File: src/rtl/cpa_pkg.sv
package cpa_pkg;

    localparam int MAX_PAGES  = 1024;
    localparam int PAGE_BYTES = 256;
    localparam int PAGE_SHIFT = $clog2(PAGE_BYTES);
    localparam int PG_W       = $clog2(MAX_PAGES);
    localparam int CNT_W      = $clog2(MAX_PAGES + 1);
    localparam int ADDR_W     = 32;
    localparam int SIZE_W     = 19;
    localparam int NEED_W     = SIZE_W + 1 - PAGE_SHIFT;
    localparam int PCNT_W     = 11;
    localparam int CFG_W      = 32;
    localparam int CFG_IDX_W  = 1;
    localparam int FLAG_W     = 2;

    localparam logic [PCNT_W-1:0] PCNT_RESET = PCNT_W'(1024);

    localparam logic [FLAG_W-1:0] FLAG_TAKEN = 2'b01;
    localparam logic [FLAG_W-1:0] FLAG_LAST  = 2'b10;

    localparam logic [CFG_IDX_W-1:0] CFG_PAGE_COUNT = 1'b0;
    localparam logic [CFG_IDX_W-1:0] CFG_HEAP_BASE  = 1'b1;

    typedef enum logic {
        FUNC_ALLOC = 1'b0,
        FUNC_FREE  = 1'b1
    } t_func;

    typedef enum logic [1:0] {
        ST_ALLOCATED = 2'd0,
        ST_NO_SPACE  = 2'd1,
        ST_FREED     = 2'd2,
        ST_IGNORED   = 2'd3
    } t_status;

    typedef enum logic [2:0] {
        S_CLEAR,
        S_IDLE,
        S_DECODE,
        S_SCAN,
        S_ALLOC_WR,
        S_FREE_RD,
        S_FREE_RUN,
        S_FINISH
    } t_state;

    typedef struct packed {
        t_func              func;
        logic [SIZE_W-1:0]  size_bytes;
        logic [ADDR_W-1:0]  block_addr;
    } t_in_item;

    typedef struct packed {
        logic [ADDR_W-1:0]  addr_out;
        t_status            status;
    } t_out_item;

    typedef struct packed {
        logic    clr_wr;
        logic    start;
        logic    decode;
        logic    scan;
        logic    alloc_wr;
        logic    free_run;
        logic    out_load;
        t_status res_st;
    } t_cmd;

    typedef struct packed {
        logic clr_done;
        logic is_free;
        logic alloc_ok;
        logic free_ok;
        logic hit;
        logic exhausted;
        logic wr_done;
        logic f_taken;
        logic f_last;
        logic f_end;
        logic f_first;
        logic out_ready;
    } t_stat;

endpackage

File: src/rtl/cpa_ram.sv
module cpa_ram #(
    parameter int WIDTH = 2,
    parameter int DEPTH = 1024
) (
    input  logic                     i_clk,
    input  logic                     i_we,
    input  logic [$clog2(DEPTH)-1:0] i_waddr,
    input  logic [WIDTH-1:0]         i_wdata,
    input  logic [$clog2(DEPTH)-1:0] i_raddr,
    output logic [WIDTH-1:0]         o_rdata
);

    logic [WIDTH-1:0] r_mem [DEPTH];
    logic [WIDTH-1:0] r_rdata;

    always_ff @(posedge i_clk) begin
        if (i_we) begin
            r_mem[i_waddr] <= i_wdata;
        end
        r_rdata <= r_mem[i_raddr];
    end

    assign o_rdata = r_rdata;

endmodule

File: src/rtl/cpa_ctrl.sv
module cpa_ctrl
    import cpa_pkg::*;
(
    input  logic  i_clk,
    input  logic  i_rst_n,
    input  logic  i_in_valid,
    output logic  o_in_stall,
    input  t_stat i_stat,
    output t_cmd  o_cmd
);

    t_state  r_state, n_state;
    t_status r_st, n_st;

    always_ff @(posedge i_clk) begin
        if (!i_rst_n) begin
            r_state <= S_CLEAR;
            r_st    <= ST_IGNORED;
        end else begin
            r_state <= n_state;
            r_st    <= n_st;
        end
    end

    always_comb begin
        n_state      = r_state;
        n_st         = r_st;
        o_cmd        = '0;
        o_cmd.res_st = r_st;
        unique case (r_state)
            S_CLEAR: begin
                o_cmd.clr_wr = 1'b1;
                if (i_stat.clr_done) begin
                    n_state = S_IDLE;
                end
            end
            S_IDLE: begin
                if (i_in_valid) begin
                    o_cmd.start = 1'b1;
                    n_state     = S_DECODE;
                end
            end
            S_DECODE: begin
                o_cmd.decode = 1'b1;
                if (i_stat.is_free) begin
                    if (i_stat.free_ok) begin
                        n_state = S_FREE_RD;
                    end else begin
                        n_st    = ST_IGNORED;
                        n_state = S_FINISH;
                    end
                end else if (i_stat.alloc_ok) begin
                    n_state = S_SCAN;
                end else begin
                    n_st    = ST_NO_SPACE;
                    n_state = S_FINISH;
                end
            end
            S_SCAN: begin
                o_cmd.scan = 1'b1;
                if (i_stat.hit) begin
                    n_state = S_ALLOC_WR;
                end else if (i_stat.exhausted) begin
                    n_st    = ST_NO_SPACE;
                    n_state = S_FINISH;
                end
            end
            S_ALLOC_WR: begin
                o_cmd.alloc_wr = 1'b1;
                if (i_stat.wr_done) begin
                    n_st    = ST_ALLOCATED;
                    n_state = S_FINISH;
                end
            end
            S_FREE_RD: begin
                n_state = S_FREE_RUN;
            end
            S_FREE_RUN: begin
                o_cmd.free_run = 1'b1;
                if (!i_stat.f_taken) begin
                    n_st    = i_stat.f_first ? ST_IGNORED : ST_FREED;
                    n_state = S_FINISH;
                end else if (i_stat.f_last || i_stat.f_end) begin
                    n_st    = ST_FREED;
                    n_state = S_FINISH;
                end
            end
            S_FINISH: begin
                if (i_stat.out_ready) begin
                    o_cmd.out_load = 1'b1;
                    n_state        = S_IDLE;
                end
            end
        endcase
    end

    assign o_in_stall = (r_state != S_IDLE);

    a_free_run_entry: assert property (@(posedge i_clk) disable iff (!i_rst_n)
        r_state == S_FREE_RUN |->
            ($past(r_state) == S_FREE_RD || $past(r_state) == S_FREE_RUN))
        else $error("free walk entered without a first read");

endmodule

File: src/rtl/cpa_dpath.sv
module cpa_dpath
    import cpa_pkg::*;
(
    input  logic                 i_clk,
    input  logic                 i_rst_n,
    input  t_cmd                 i_cmd,
    output t_stat                o_stat,
    input  t_in_item             i_in_data,
    input  logic                 i_cfg_we,
    input  logic [CFG_IDX_W-1:0] i_cfg_idx,
    input  logic [CFG_W-1:0]     i_cfg_data,
    output logic                 o_out_valid,
    output t_out_item            o_out_data,
    input  logic                 i_out_stall
);

    logic [PCNT_W-1:0] r_page_count;
    logic [ADDR_W-1:0] r_heap_base;
    t_func             r_func;
    logic [NEED_W-1:0] r_need;
    logic [ADDR_W-1:0] r_addr;
    logic [CNT_W-1:0]  r_pg;
    logic [CNT_W-1:0]  r_run;
    logic [CNT_W-1:0]  r_chk_pg;
    logic              r_chk_vld;
    logic [CNT_W-1:0]  r_start;
    logic [CNT_W-1:0]  r_end;
    logic              r_first;
    logic              r_out_vld;
    t_out_item         r_out;

    logic [CNT_W-1:0]             n_pages;
    logic [ADDR_W-1:0]            base_al;
    logic [ADDR_W-1:0]            offset;
    logic [ADDR_W-PAGE_SHIFT-1:0] off_page;
    logic [SIZE_W:0]              size_up;
    logic [NEED_W-1:0]            need_raw;
    logic [NEED_W-1:0]            need;
    logic [CNT_W-1:0]             pg_inc;
    logic [NEED_W-1:0]            run_inc;
    logic [CNT_W-1:0]             hit_start;
    logic [ADDR_W-1:0]            res_addr;
    logic                         hit;
    logic                         exhausted;
    logic                         wr_done;
    logic                         ram_we;
    logic [FLAG_W-1:0]            ram_wdata;
    logic [PG_W-1:0]              ram_raddr;
    logic [FLAG_W-1:0]            rd_data;

    assign n_pages  = (r_page_count > PCNT_W'(MAX_PAGES)) ? CNT_W'(MAX_PAGES)
                                                          : CNT_W'(r_page_count);
    assign base_al  = {r_heap_base[ADDR_W-1:PAGE_SHIFT], PAGE_SHIFT'(0)};
    assign offset   = r_addr - base_al;
    assign off_page = offset[ADDR_W-1:PAGE_SHIFT];

    assign size_up  = {1'b0, i_in_data.size_bytes} + (SIZE_W+1)'(PAGE_BYTES - 1);
    assign need_raw = size_up[SIZE_W:PAGE_SHIFT];
    assign need     = (need_raw == '0) ? NEED_W'(1) : need_raw;

    assign pg_inc    = r_pg + CNT_W'(1);
    assign run_inc   = NEED_W'(r_run) + NEED_W'(1);
    assign hit_start = r_chk_pg - CNT_W'(r_need - NEED_W'(1));
    assign hit       = r_chk_vld && !rd_data[0] && (run_inc == r_need);
    assign exhausted = r_chk_vld && !hit && (r_chk_pg == n_pages - CNT_W'(1));
    assign wr_done   = (r_pg == r_end);
    assign res_addr  = base_al + (ADDR_W'(r_start) << PAGE_SHIFT);

    // config port
    always_ff @(posedge i_clk) begin
        if (!i_rst_n) begin
            r_page_count <= PCNT_RESET;
            r_heap_base  <= '0;
        end else if (i_cfg_we) begin
            if (i_cfg_idx == CFG_PAGE_COUNT) begin
                r_page_count <= i_cfg_data[PCNT_W-1:0];
            end else if (i_cfg_idx == CFG_HEAP_BASE) begin
                r_heap_base <= i_cfg_data[ADDR_W-1:0];
            end
        end
    end

    // request latch
    always_ff @(posedge i_clk) begin
        if (i_cmd.start) begin
            r_func <= i_in_data.func;
            r_need <= need;
            r_addr <= i_in_data.block_addr;
        end
    end

    // page pointer and scan state
    always_ff @(posedge i_clk) begin
        if (!i_rst_n) begin
            r_pg      <= '0;
            r_chk_vld <= 1'b0;
        end else begin
            r_chk_vld <= i_cmd.scan;
            priority if (i_cmd.decode) begin
                r_pg <= (r_func == FUNC_FREE) ? CNT_W'(off_page) : '0;
            end else if (i_cmd.scan && hit) begin
                r_pg <= hit_start;
            end else if (i_cmd.clr_wr || i_cmd.scan || i_cmd.alloc_wr || i_cmd.free_run) begin
                r_pg <= pg_inc;
            end else begin
                r_pg <= r_pg;
            end
        end
    end

    always_ff @(posedge i_clk) begin
        if (i_cmd.decode) begin
            r_run   <= '0;
            r_first <= 1'b1;
        end else begin
            if (i_cmd.scan && r_chk_vld) begin
                r_run <= rd_data[0] ? '0 : CNT_W'(run_inc);
            end
            if (i_cmd.free_run) begin
                r_first <= 1'b0;
            end
        end
        if (i_cmd.scan) begin
            r_chk_pg <= r_pg;
        end
        if (i_cmd.scan && hit) begin
            r_start <= hit_start;
            r_end   <= r_chk_pg;
        end
    end

    // result register
    always_ff @(posedge i_clk) begin
        if (!i_rst_n) begin
            r_out_vld <= 1'b0;
        end else if (i_cmd.out_load) begin
            r_out_vld <= 1'b1;
        end else if (!i_out_stall) begin
            r_out_vld <= 1'b0;
        end
    end

    always_ff @(posedge i_clk) begin
        if (i_cmd.out_load) begin
            r_out.addr_out <= (i_cmd.res_st == ST_ALLOCATED) ? res_addr : '0;
            r_out.status   <= i_cmd.res_st;
        end
    end

    assign ram_we    = i_cmd.clr_wr || i_cmd.alloc_wr || (i_cmd.free_run && rd_data[0]);
    assign ram_wdata = i_cmd.alloc_wr ? (FLAG_TAKEN | (wr_done ? FLAG_LAST : '0)) : '0;
    assign ram_raddr = i_cmd.free_run ? pg_inc[PG_W-1:0] : r_pg[PG_W-1:0];

    cpa_ram #(
        .WIDTH (FLAG_W),
        .DEPTH (MAX_PAGES)
    ) u_flags (
        .i_clk   (i_clk),
        .i_we    (ram_we),
        .i_waddr (r_pg[PG_W-1:0]),
        .i_wdata (ram_wdata),
        .i_raddr (ram_raddr),
        .o_rdata (rd_data)
    );

    always_comb begin
        o_stat           = '0;
        o_stat.clr_done  = (r_pg[PG_W-1:0] == PG_W'(MAX_PAGES - 1));
        o_stat.is_free   = (r_func == FUNC_FREE);
        o_stat.alloc_ok  = (r_need <= NEED_W'(n_pages));
        o_stat.free_ok   = (r_addr != '0) && (r_addr >= base_al)
                           && (off_page < (ADDR_W-PAGE_SHIFT)'(n_pages));
        o_stat.hit       = hit;
        o_stat.exhausted = exhausted;
        o_stat.wr_done   = wr_done;
        o_stat.f_taken   = rd_data[0];
        o_stat.f_last    = rd_data[1];
        o_stat.f_end     = (pg_inc == n_pages);
        o_stat.f_first   = r_first;
        o_stat.out_ready = !r_out_vld || !i_out_stall;
    end

    assign o_out_valid = r_out_vld;
    assign o_out_data  = r_out;

    a_no_overwrite: assert property (@(posedge i_clk) disable iff (!i_rst_n)
        i_cmd.out_load |-> (!r_out_vld || !i_out_stall))
        else $error("pending result overwritten");

    a_scan_bound: assert property (@(posedge i_clk) disable iff (!i_rst_n)
        (i_cmd.scan && r_chk_vld) |-> (r_chk_pg < n_pages))
        else $error("scan past last heap page");

    a_mark_bound: assert property (@(posedge i_clk) disable iff (!i_rst_n)
        i_cmd.alloc_wr |-> (r_pg >= r_start && r_pg <= r_end))
        else $error("allocation write outside found run");

endmodule

File: src/rtl/contiguous_page_allocator_unit.sv
// allocate scans the page flags for a free run, then marks the pages of that run as taken
// a failed scan ends at the last heap page; free walks the block's pages and clears them
// requests ignored without a table read and allocations larger than the heap skip the walk
// one transaction at a time, set by the serial walk over the page flag memory
// synchronous active-low reset; afterwards a clearing pass over every page flag empties the flags
// and no request is taken until it ends; configuration writes are taken throughout
module contiguous_page_allocator_unit
    import cpa_pkg::*;
(
    input  logic                 i_clk,
    input  logic                 i_rst_n,
    input  logic                 i_in_valid,
    input  t_in_item             i_in_data,
    output logic                 o_in_stall,
    output logic                 o_out_valid,
    output t_out_item            o_out_data,
    input  logic                 i_out_stall,
    input  logic                 i_cfg_we,
    input  logic [CFG_IDX_W-1:0] i_cfg_idx,
    input  logic [CFG_W-1:0]     i_cfg_data
);

    t_cmd  cmd;
    t_stat stat;

    cpa_ctrl u_ctrl (
        .i_clk      (i_clk),
        .i_rst_n    (i_rst_n),
        .i_in_valid (i_in_valid),
        .o_in_stall (o_in_stall),
        .i_stat     (stat),
        .o_cmd      (cmd)
    );

    cpa_dpath u_dpath (
        .i_clk       (i_clk),
        .i_rst_n     (i_rst_n),
        .i_cmd       (cmd),
        .o_stat      (stat),
        .i_in_data   (i_in_data),
        .i_cfg_we    (i_cfg_we),
        .i_cfg_idx   (i_cfg_idx),
        .i_cfg_data  (i_cfg_data),
        .o_out_valid (o_out_valid),
        .o_out_data  (o_out_data),
        .i_out_stall (i_out_stall)
    );

endmodule

File: config.mk
export PLATFORM = sky130hd
export DESIGN_NAME = contiguous_page_allocator_unit
export DESIGN_NICKNAME = d
export VERILOG_FILES = /design/src/rtl/cpa_pkg.sv /design/src/rtl/cpa_ram.sv /design/src/rtl/cpa_ctrl.sv /design/src/rtl/cpa_dpath.sv /design/src/rtl/contiguous_page_allocator_unit.sv
export SDC_FILE = /design/constraint.sdc
export NUM_CORES = 2
export LEC_CHECK = 0
export ABC_AREA = 1
export BUFFER_PORTS_ARGS = -buffer_cell sky130_fd_sc_hd__buf_4
export CORE_ASPECT_RATIO = 0.6
export CORE_UTILIZATION = 59
export DETAILED_ROUTE_END_ITERATION = 10
export PLACE_DENSITY = 0.74
export SLEW_MARGIN = 20
export SYNTH_ARGS = -nofsm -noshare
export SYNTH_HDL_FRONTEND = slang
export SYNTH_SLANG_ARGS = --single-unit
File: constraint.sdc
create_clock -name i_clk -period 60.9 [get_ports i_clk]
set_input_delay 6.09 -clock i_clk [delete_from_list [all_inputs] [get_ports i_clk]]
set_output_delay 6.09 -clock i_clk [all_outputs]
set_load 0.1 [all_outputs]
======== Word level (Yosys, flattened, before mapping) ========
Memory sizes are Yosys's and may differ from the RTL's. A register that Yosys moved wholly into a read port is not among the register bits.
Cells that the tools add are included.
storage, ports and cells
  register bits after elaboration ......... 185
  RAM bits ................................ 2,048
  output and inout port bits .............. 36
  memories ................................ 1
cells by class
  add/subtract/negate cells ............... 8
  order comparisons ....................... 4
  equality and inequality tests ........... 24
  mux-type cells .......................... 44
  bitwise logic cells ..................... 1
  reduce and logical (&&, ||, !) cells .... 30
memories
  name                   words  bits a word  read ports  clocked after memory_dff  wr ports  line           text
  u_dpath.u_flags.r_mem  1,024  2            1           1                         1         cpa_ram.sv:13  logic [WIDTH-1:0] r_mem [DEPTH];
operators with widths
  kind                                                 count
  two-way mux 11 bit                                   6
  equality test 11 bit                                 3
  adder 32 x 19 -> 32 bit                              1
  >= comparator 32 bit                                 1
  nonzero test 32 bit                                  1
  subtractor 32 bit                                    1
  two-way mux 3 bit                                    10
  less-than comparator 24 x 11 -> 1 bit                1
  case mux 3 bit (8 select lines)                      1
  two-way mux 2 bit                                    11
  subtractor 11 x 1 -> 11 bit (second input constant)  2
  adder 19 x 8 -> 20 bit (second input constant)       1
  two-way mux 1 bit                                    14
  adder 11 x 1 -> 12 bit (second input constant)       1
  equality test 12 bit                                 1
  equality test 3 bit (second input constant)          4
  less-or-equal comparator 12 x 11 -> 1 bit            1
  logical NOT 12 bit                                   1
  adder 11 x 1 -> 11 bit (second input constant)       1
  > comparator 11 bit (second input constant)          1
  subtractor 11 bit                                    1
  equality test 10 bit (second input constant)         1
  two-way mux 10 bit                                   1
  logical AND 1 bit                                    9
  other kinds (18)                                     36

======== Logic depth before layout (Yosys ltp) ========
  depth in word-level cells ............... 9
  gate-level depth with buffers ........... 24

======== Hierarchy ========
A second synthesis with hierarchy kept.
second synthesis, totals
  cells, all modules ...................... 9,543
  area total of the unflattened synthesis .. 98,622.1 µm²
modules (own cells, without submodules)
  module     times used  cells an instance  area each (µm²)  sequential area each (µm²)
  cpa_ram    1           7,976              86,953.4         61,539.0
  cpa_dpath  1           1,481              11,091.9         4,324.1
  cpa_ctrl   1           86                 576.8            100.1

======== Least setup slack after synthesis ========
Ideal clock, no wire load.
  path kind ............................... register to register
  from .................................... register u_dpath.r_pg[6]
  to ...................................... memory u_dpath.u_flags.r_mem[0][1], data pin
  arrival time ............................ 39.252 ns
  path slack .............................. 13.876 ns
  cell stages (with the launch flop) ...... 8
  cell sequence ........................... dfxtp_1 -> clkbuf_1 -> inv_1 -> nand2_1 -> o21ai_0 -> nor4_1 -> nand4_1 -> nor3_1
between the ends
  cells in the longest elaborated chain, start to end .. 3
RTL lines
  item                             line              text
  start, declared                  cpa_dpath.sv:22   logic [CNT_W-1:0] r_pg;
  start signal, assigned           cpa_dpath.sv:100  r_pg <= (r_func == FUNC_FREE) ? CNT_W'(off_page) : '0;
  start signal, assigned           cpa_dpath.sv:102  r_pg <= hit_start;
  start signal, assigned           cpa_dpath.sv:104  r_pg <= pg_inc;
  equality test 11 bit             cpa_dpath.sv:66   assign wr_done = (r_pg == r_end);
  two-way mux 2 bit (2 in series)  cpa_dpath.sv:151  assign ram_wdata = i_cmd.alloc_wr ? (FLAG_TAKEN | (wr_done ? FLAG_LAST : '0)) : '0;
  named net u_dpath.ram_wdata[1]   cpa_dpath.sv:47   logic [FLAG_W-1:0] ram_wdata;
  end, declared                    cpa_ram.sv:13
The timed path passes the listed nets, and every way through them passes these cells.

======== Worst setup path after layout ========
  from .................................... register u_ctrl.r_state[1]
  to ...................................... output o_in_stall
between the ends
  cells in the longest elaborated chain, start to end .. 1
RTL lines
  item                            line                                  text
  start, declared                 cpa_ctrl.sv:12                        t_state r_state, n_state;
  start signal, assigned          cpa_ctrl.sv:20                        r_state <= n_state;
  inequality test 3 x 1 -> 1 bit  cpa_ctrl.sv:97                        assign o_in_stall = (r_state != S_IDLE);
  end, declared                   contiguous_page_allocator_unit.sv:14  output logic o_in_stall,
No other way between the ends.

==> flow_summary_export.csv <==
group,metric,value,unit
clocking,path_clk_slew,60,ps
place,place_ws,52780,ps
worst_setup_path,cp-start-kind,"register",
sta,setup_viol,0,
sta,finalCritPeriodShare,0.1361,
global_route,antenna_found_initial,5,
global_route,grt.total_usage,0.3288,
clocking,clock-sinks,2219,
route,initialDrtViolationCount,11630,
clocking,ctsResizeCount,0,
yosys,synth_top_area_share,0.6334,
floorplan,coreArea,0.1707,mm²
global_route,first_global_vias,70410,
floorplan,start_util,0.5977,
clocking,cts_setup_buffers,0,
clocking,htreeDepth,4,
worst_setup_path,path_delay_family,"flip-flops",
yosys,yosys_warnings,0,
clocking,cts_tree,"done",
route,wire_per_inst,23.22,µm
yosys,synth_area,0.1020,mm²
worst_setup_path,critPathRequiredTime,54810,ps
sta,drv_slew,0,
place,gp_congestion,0.9195,
finish,fin_nets,10210,
yosys,synth-edff-count,2152,
floorplan,die_x,538.8,µm
yosys,syn_inst,10260,
power_and_ir_drop,leakagePower,42.24,nW
worst_setup_path,timing.rr.start,"u_dpath.r_pg[0]$_SDFFE_PN0P_",
worst_setup_path,cp_slowest_cell,"dfxtp_1",
sta,relSlewSlack,0.1898,
worst_setup_path,regToRegSetupSlack,53970,ps
sta,fin_skew,40.88,ps
route,ant_nets,0,
route,drc,0,
yosys,avgSynthCellArea,9.942,µm²
sta,max_freq,0.1207,GHz
sta,worst_slack,52610,ps
worst_hold_path,min_path_type,"register to register",
worst_setup_path,r2r_cells,16,
yosys,synth_cell_types,48,
finish,drive_above_1_share,0.05859,
worst_setup_path,max_stage_delay,620,ps
floorplan,rows,117,
run_status,outcome,"completed",
yosys,ys_ff_latch,2219,
clocking,clk_latency,870,ps
yosys,async_reset_ff_frac,0,
clocking,cts_buffers,202,
worst_hold_path,holdPathEnd,"u_dpath.r_first$_SDFFE_PP1P_",
global_route,grt_pass1_wl,431.0,mm
finish,area_growth,8.320,%
route,drt-total-wl,289.1,mm
place,placed_cell_area,0.1041,mm²
worst_setup_path,arrival,2200,ps
place,hpwl,154.6,mm
global_route,grt_max_degree,254,
place,io_buffers,117,
finish,fin_area,0.1105,mm²
sta,finalSetupTns,0,ps
sta,min_period,8288,ps
worst_setup_path,timing.rr.end,"u_dpath.u_flags.o_rdata[0]$_DFF_P_",
clocking,clock_path_buffers,4,
worst_hold_path,min_from,"u_dpath.r_first$_SDFFE_PP1P_",
yosys,synth_area_leaders,"edfxtp_1, nand2_1, nand3_1",
floorplan,dieArea,0.1746,mm²
clocking,clockRootBuffer,"clkbuf_16",
route,vias_per_cell,6.031,
sta,hold-worst-slack,461.3,ps
worst_setup_path,path_class,"register to output pin",
worst_setup_path,crit_fanout,9,
worst_setup_path,crit_path_cell_trace,"nor2_1 -> inv_1 -> nor2_1 -> inv_1 -> buf_4",
yosys,ys.flop_type,"edfxtp_1",
clocking,cts_hold_buf,0,
power_and_ir_drop,irDropWorstVdd,0.04772,mV
worst_setup_path,end_kind,"output pin",
floorplan,die-height,324.1,µm
finish,post-route-util,0.6474,
yosys,yosysSeqAreaShare,0.6465,
sta,tightest_slew,1215,ps
sta,rsz0062_at_grt,"no",
route,vias,75090,
yosys,yosysTopAreaCell,"edfxtp_1",
floorplan,ioPinCount,126,
flow_run,drv_cap,0,
route,dr.pass1.iters,9,
sta,hold_viol,0,
worst_hold_path,whs_path_depth,2,
global_route,gr-total-overflow,0,
worst_setup_path,critPathBufInv,3,
power_and_ir_drop,powerDensity,39.84,mW/mm²
==> cells in the final DEF, fill, tap and decap left out, types with 4 or more instances in the layout <==
cell type / instances
clkbuf_1: 37
buf_12: 9
edfxtp_1: 2152
o21ai_4: 5
nand2_4: 7
bufinv_16: 20
nand3_4: 19
nand4_1: 30
nand3_1: 1528
nand2_2: 17
conb_1: 8
clkinv_1: 54
a211oi_1: 4
xor2_1: 52
nand3b_1: 90
o21ai_0: 157
nor3_2: 4
dfxtp_1: 67
nand2_1: 2374
xnor2_1: 9
o21a_1: 6
inv_2: 8
nor2_1: 1245
inv_1: 1137
buf_4: 237
clkbuf_16: 205
o21bai_1: 5
nor2_2: 4
o21ai_1: 16
clkinv_2: 37
nor3_1: 36
clkinvlp_4: 6
a31oi_1: 6
o211ai_1: 297
a21oi_1: 172
ha_1: 81
nor4_1: 8
==> registers in the layout, indices dropped and copies added (netlist names), 2 cells and up <==
register	flops
u_ctrl.r_st	2
u_ctrl.r_state	3
u_dpath.o_out_data	26
u_dpath.r_addr	32
u_dpath.r_chk_pg	11
u_dpath.r_end	11
u_dpath.r_heap_base	24
u_dpath.r_need	12
u_dpath.r_page_count	11
u_dpath.r_pg	11
u_dpath.r_run	11
u_dpath.r_start	11
u_dpath.u_flags.o_rdata	2
u_dpath.u_flags.r_mem	2048
==> stage by stage <==
step | total power [W] | std cells
after global routing | 0.004562 | 12450
after floorplan | 0.002737 | 10270
after global placement | 0.003096 | 12090
final | 0.004403 | 12450
after detailed placement | 0.003118 | 12090
after CTS | 0.004362 | 12450
==> report_power, final <==
part	internal, W	switching (W)
Combinational	0.000343	0.00105
Sequential	0.00172	0.0000204
Clock	0.000702	0.000562
==> logic make-up after synthesis <==
family | count (synthesis) | share of synthesized area
simple gates | 5377 | 0.2221
flops | 2219 | 0.6465
buf+inv | 1838 | 0.07364
compound gates | 680 | 0.04146
fa+ha+maj | 84 | 0.01052
xor+xnor | 63 | 0.005678
other cells | 1 | 0.00003676
==> worst min-delay path, cell delays in order (launching register included) <==
cell and delay [ps]:
dfxtp_1 330, a21oi_1 70, inv_1 40
==> worst max-delay path by stage <==
stage | slack, ps | to | cells after the start | startpoint
finish | 52610 | o_in_stall | 5 | u_ctrl.r_state[1]$_SDFFE_PN0P_
global route | 52530 | o_in_stall | 5 | u_ctrl.r_state[1]$_SDFFE_PN0P_
CTS | 52580 | o_in_stall | 5 | u_ctrl.r_state[1]$_SDFFE_PN0P_
detailed placement | 52780 | u_dpath.r_need[10]$_SDFFCE_PN0P_ | 13 | i_in_data[37]
global placement | 52690 | u_dpath.r_need[10]$_SDFFCE_PN0P_ | 13 | i_in_data[37]
floorplan | 13880 | u_dpath.u_flags.r_mem[0][1]$_DFFE_PP_ | 7 | u_dpath.r_pg[6]$_SDFFE_PN0P_
==> metal layers <==
layer | track usage | up-vias | share of wire
met3 | 0.09125 | 630 | 0.15
met4 | 0.1084 | 2 | 0.035
li1 | - | 33940 | -
met2 | 0.4904 | 4883 | 0.43
met1 | 0.4682 | 35640 | 0.39
met5 | 0 | - | 0.000045
==> cell usage after synthesis, types with 3 or more instances <==
cell,instances
xnor2_1,9
nand2_1,2398
buf_6,4
edfxtp_1,2152
nand4_1,30
inv_2,9
o211ai_1,297
nand3b_1,90
clkbuf_1,300
ha_1,81
o21ai_2,3
nand2_2,3
dfxtp_1,67
nor2_1,1250
xor2_1,52
buf_1,19
a211oi_1,4
or2_2,3
inv_1,1139
o22ai_1,3
a21oi_1,173
nor3_1,39
clkinv_1,4
o21ai_1,18
buf_2,311
nor4_1,9
o21a_1,6
buf_4,52
a31oi_1,6
nand3_1,1546
fa_1,3
o21ai_0,157
o21bai_1,5
==> final cells by class <==
| type | instances | area, µm² |
|---|---|---|
| multi-input cells | 6212 | 29040 |
| inverters | 1152 | 4338 |
| repair buffers | 246 | 1959 |
| clock buffers | 244 | 5296 |
| diodes | 1 | 2.502 |
| well taps | 2261 | 2829 |
| clock inverters | 116 | 1089 |
| fillers | 13200 | 60180 |
| flip-flops and latches | 2219 | 65960 |
(Power assumes the default switching activity.)
